File: config.mk
export PLATFORM = sky130hd
export DESIGN_NAME = crs_wdiv
export DESIGN_NICKNAME = d
export VERILOG_FILES = /design/src/catmull_rom_spline_sampler_unit_assert.svh /design/src/crs_pkg.sv /design/src/crs_wdiv.sv
export SDC_FILE = /design/constraint.sdc
export NUM_CORES = 1
export LEC_CHECK = 0
export ABC_AREA = 1
export BUFFER_PORTS_ARGS = -buffer_cell sky130_fd_sc_hd__buf_2
export CAP_MARGIN = 20
export CORE_ASPECT_RATIO = 1.2
export CORE_MARGIN = 3
export CORE_UTILIZATION = 62
export CTS_CLUSTER_SIZE = 12
export DETAILED_ROUTE_END_ITERATION = 12
export PLACE_DENSITY_LB_ADDON = 0.2
export SLEW_MARGIN = 20
export SYNTH_ARGS = -nofsm -noshare
export SYNTH_HDL_FRONTEND = slang
export SYNTH_SLANG_ARGS = --single-unit
File: constraint.sdc
create_clock -name clk -period 12.93 [get_ports clk]
set_input_delay 2.586 -clock clk [delete_from_list [all_inputs] [get_ports clk]]
set_output_delay 2.586 -clock clk [all_outputs]
set_load 0.02 [all_outputs]
File: src/catmull_rom_spline_sampler_unit_assert.svh
// Assertion macros for the Catmull-Rom spline sampler.
// Files that assert include this header; it depends on clk and rst_n in scope.
`ifndef CATMULL_ROM_SPLINE_SAMPLER_UNIT_ASSERT_SVH
`define CATMULL_ROM_SPLINE_SAMPLER_UNIT_ASSERT_SVH
`ifndef NO_ASSERTIONS
`define CRS_ASSERT(lbl, prop, msg) \
  lbl: assert property (@(posedge clk) disable iff (!rst_n) prop) else $error(msg);
`define CRS_ASSERT_ANY(lbl, prop, msg) \
  lbl: assert property (@(posedge clk) prop) else $error(msg);
`else
`define CRS_ASSERT(lbl, prop, msg)
`define CRS_ASSERT_ANY(lbl, prop, msg)
`endif
`endif

File: src/crs_pkg.sv
// Shared types and constants of the Catmull-Rom spline sampler.
// Depends on nothing; every other file but the assertion header imports it.
package crs_pkg;

  localparam int DEF_MAX_POINTS = 256;
  localparam int COORD_W        = 32;
  localparam int DVD_W          = 37;   // dividend of one weight division
  localparam int DEN_W          = 19;   // divisor 2*S^3
  localparam int QUO_W          = 18;   // quotient bits per division
  localparam int W_W            = 19;   // signed weight, Q2.16
  localparam int ACC_W          = 53;   // sum of four weight-point products

  localparam logic [5:0] SPC_RESET = 6'd20;

  // Configuration register indexes.
  localparam logic [1:0] CFG_SPC    = 2'd0;
  localparam logic [1:0] CFG_COUNT  = 2'd1;
  localparam logic [1:0] CFG_CLOSED = 2'd2;

  // Request opcodes.
  localparam logic OP_STORE = 1'b0;
  localparam logic OP_EVAL  = 1'b1;

  typedef struct packed {
    logic signed [COORD_W-1:0] y;
    logic signed [COORD_W-1:0] x;
  } point_t;

endpackage

File: src/crs_wdiv.sv
// Four-lane restoring divider that yields the blend weights, one bit per cycle.
// Depends on crs_pkg for the operand widths.
module crs_wdiv import crs_pkg::*; (
  input  logic                        clk,
  input  logic                        rst_n,
  input  logic                        start,
  input  logic [3:0][DVD_W-1:0]       dvd,
  input  logic [DEN_W-1:0]            den,
  output logic                        done,
  output logic [3:0][QUO_W-1:0]       quo
);

  logic [4:0]                   cnt_r;
  logic                         done_r;
  logic [3:0][DEN_W-1:0]        rem_r;
  logic [3:0][QUO_W-1:0]        lo_r;
  logic [3:0][QUO_W-1:0]        q_r;
  logic [3:0][DEN_W:0]          trial;
  logic [3:0]                   fits;

  // Trial subtraction per lane; the remainder always stays below the divisor.
  always_comb begin
    for (int i = 0; i < 4; i++) begin
      trial[i] = {rem_r[i], lo_r[i][QUO_W-1]};
      fits[i]  = (trial[i] >= {1'b0, den});
    end
  end

  // Control: count the quotient bits and flag the last one.
  always_ff @(posedge clk) begin
    if (!rst_n) begin
      cnt_r  <= '0;
      done_r <= 1'b0;
    end else begin
      done_r <= (cnt_r == 5'd1) && !start;
      if (start) begin
        cnt_r <= 5'(QUO_W);
      end else if (cnt_r != '0) begin
        cnt_r <= cnt_r - 5'd1;
      end
    end
  end

  // Datapath: the high dividend bits seed the remainder, low bits shift in.
  always_ff @(posedge clk) begin
    for (int i = 0; i < 4; i++) begin
      if (start) begin
        rem_r[i] <= dvd[i][DVD_W-1:QUO_W];
        lo_r[i]  <= dvd[i][QUO_W-1:0];
        q_r[i]   <= '0;
      end else if (cnt_r != '0) begin
        rem_r[i] <= fits[i] ? DEN_W'(trial[i] - {1'b0, den}) : trial[i][DEN_W-1:0];
        lo_r[i]  <= {lo_r[i][QUO_W-2:0], 1'b0};
        q_r[i]   <= {q_r[i][QUO_W-2:0], fits[i]};
      end
    end
  end

  assign done = done_r;
  assign quo  = q_r;

endmodule

==> reports/metrics.cfg <==
[power_and_ir_drop]
peakVddDrop_mv=0.119
finalPower_mw=3.45
leakage_nw=8.88
power_density_mw_per_mm2=204

[sta]
rsz0062_at_grt=no
finalCritPeriodShare_pct=40.7
slew_viol_final=0
finalHoldViolations=0
timing.final.crit_period_ns=5.26
setup_viol=0
max_slew_margin_pct=40.4
max_freq_ghz=0.190
tightestPinTransition_ns=0.895
holdWs_ns=0.453
skew_ns=0.0184
finalSetupTns_ns=0

[status]
status=finished, final reports clean

[hold_path]
hp-class=flop to flop

[final_layout]
drive_above_1_share_pct=13.2
nets=2562
area.growth.synth_to_final_pct=13.5
layout_common_cells=842 x nand2_1, 336 x inv_1, 241 x buf_2, 159 x nand3_1, 148 x edfxtp_1
final_util_pct=72.2
multi_input_area_sq_mm=0.00728
regArea_sq_mm=0.00601
fillCellCount=2018
final_common_cell=nand2_1

[clock_tree]
cts_buffers=24
worstSkewPairLatency_ns=0.53
cts_buffer_depth=3
htree_levels=1
root_buffer=clkbuf_16
cts_setup_buffers=0
clock_sinks=226
cts_tree=done
cts_hold_buf=0
cts-resized-gates=0
clk_transition_reported_paths_ns=0.07

[floorplan]
row_count=61
die_y_um=176
die_w_um=148
ios=243
die_area_sq_mm=0.0259
start_util_pct=63.6
core_area_sq_mm=0.0234

[yosys]
synthFlopType=edfxtp_1
synth_async_sr_flop_share_pct=0
synth.avg_cell_area_sq_um=7.09
synth_edf_count=148
ys_ff_latch=226
syn_inst=2103
yosysUniqueCellTypes=34
yosysSeqAreaShare_pct=40.3
synth_warnings=0
synth_nets=2356
synth_area_sq_mm=0.0149

[drt]
wire_per_inst_um=15.9
drt_iter0_drc=948
drt-vias-per-instance=5.33
routed_wl_mm=41.9
first_pass_iters=7
ant_nets=0
via_count=14100
drc=0

[critical_path]
critPathLaunchType=primary input
r2r_cells=12
worstReg2RegStart=lo_r[71]
critical-path-top-delay-family=simple AND/OR/NAND/NOR gates
end_kind=flop
startpoint=den[0]
worst-path-buf-inv=1
cp.arrival_ns=5.54
cp_slowest_cell=nand2_1
worst_path_most_repeated_cell=nand3_1
cp-endpoint=rem_r[69]
cp_max_fo=20
crit_cells=12
path_cells=buf_2 > ha_1 > fa_1 > nand3b_1 > nand2_2 > nand3_1 > nand3_1 > nand2_1 > nand2_1 > nand3_1 > nand3_1 > nand2_1
timing.rr.end=rem_r[69]
r2r_slack_ns=9.58
critPathKind=primary input to flop
slowest_delay_ns=0.79
required_ns=13.21

[global_routing]
overflow=0
antenna_found_initial=7
grt_start_max_net_pins=111
track_usage_pct=31.5
grt_pass1_vias=13700
grt_pass1_wl_mm=66.5

[run]
cap_violations=0

[placed_design]
io_buffers=242
gp_congestion=0.944
post-dp-hpwl_mm=30.5

[how the worst min path moves through the flow]
stage / startpoint / slack [ns] / end / depth (start not counted)
2_1_floorplan: cnt_r[4] / 0.44 / done / 1
3_3_place_gp: quo[17] / 0.44 / quo[17] / 2
3_5_place_dp: quo[17] / 0.44 / quo[17] / 2
4_1_cts: quo[17] / 0.46 / quo[17] / 2
5_1_grt: quo[17] / 0.47 / quo[17] / 2
6_report: quo[17] / 0.45 / quo[17] / 2
[metrics by stage]
step                      cells  instance area [sq um]  setup slack [ns]
after global placement     2598                  16200              7.31
after detailed placement   2598                  16200              7.14
after CTS                  2637                  16900              7.70
after global routing       2639                  16900              7.36
after floorplan            2103                  14900              5.17
final                      2639                  16900              7.67
[synthesized netlist by cell type, types with 28 or more instances]
library cell	instances	area, sq um
nor2_1	96	360
edfxtp_1	148	4440
xnor2_1	33	289
a21oi_1	46	230
o22ai_1	64	400
nand2_1	843	3160
nand3b_1	49	368
nand3_1	159	796
ha_1	79	988
inv_1	337	1260
clkbuf_1	28	105
dfxtp_1	78	1560
[registers in the layout, indices dropped and copies added, names as in the netlist]
signal and cells:
quo 72, rem_r 76, cnt_r 5, lo_r 72, done 1
[report_power, final]
group          switching [mW]  total [mW]  internal, mW
sequential             0.0945        1.09         0.993
combinational            1.11        1.73         0.620
clock                   0.283       0.636         0.353
[layout make-up]
| cell class | instances | area share [%] |
|---|---|---|
| Timing Repair Buffer | 247 | 7.42 |
| Clock buffer | 32 | 3.85 |
| Sequential cell | 226 | 35.5 |
| Tap cell | 315 | 2.33 |
| Antenna cell | 2 | 0.0296 |
| Multi-Input combinational cell | 1472 | 43.0 |
| Clock inverter | 7 | 0.281 |
| Inverter | 338 | 7.56 |
[layer usage]
metal	routed length [um]	up-vias	share of wire, %	global-route usage, %
li1	-	7087	-	-
met1	16400	6285	39	39.1
met2	20000	566	48	53.6
met3	3760	113	9.0	6.76
met4	1700	8	4.1	12.3
met5	48	-	0.11	0
[cell families (layout without fill, tap and decap cells)]
| family | Yosys count | after routing | share of synthesized area (%) |
|---|---|---|---|
| AO/OA/AOI/OAI | 149 | 149 | 5.58 |
| buffers and inverters | 405 | 624 | 10.9 |
| XOR/XNOR | 39 | 39 | 2.29 |
| flip-flops | 226 | 226 | 40.3 |
| AND/OR/NAND/NOR | 1201 | 1201 | 33.8 |
| adder cells (fa/ha/maj) | 83 | 83 | 7.17 |
| other | 0 | 2 | 0 |
[worst min-delay path, stage by stage, from the launching register on]
cell	delay (ns)
dfxtp_1	0.32
nand2_1	0.05
o21ai_0	0.05
Note: power is estimated with default switching activity, not from simulation.
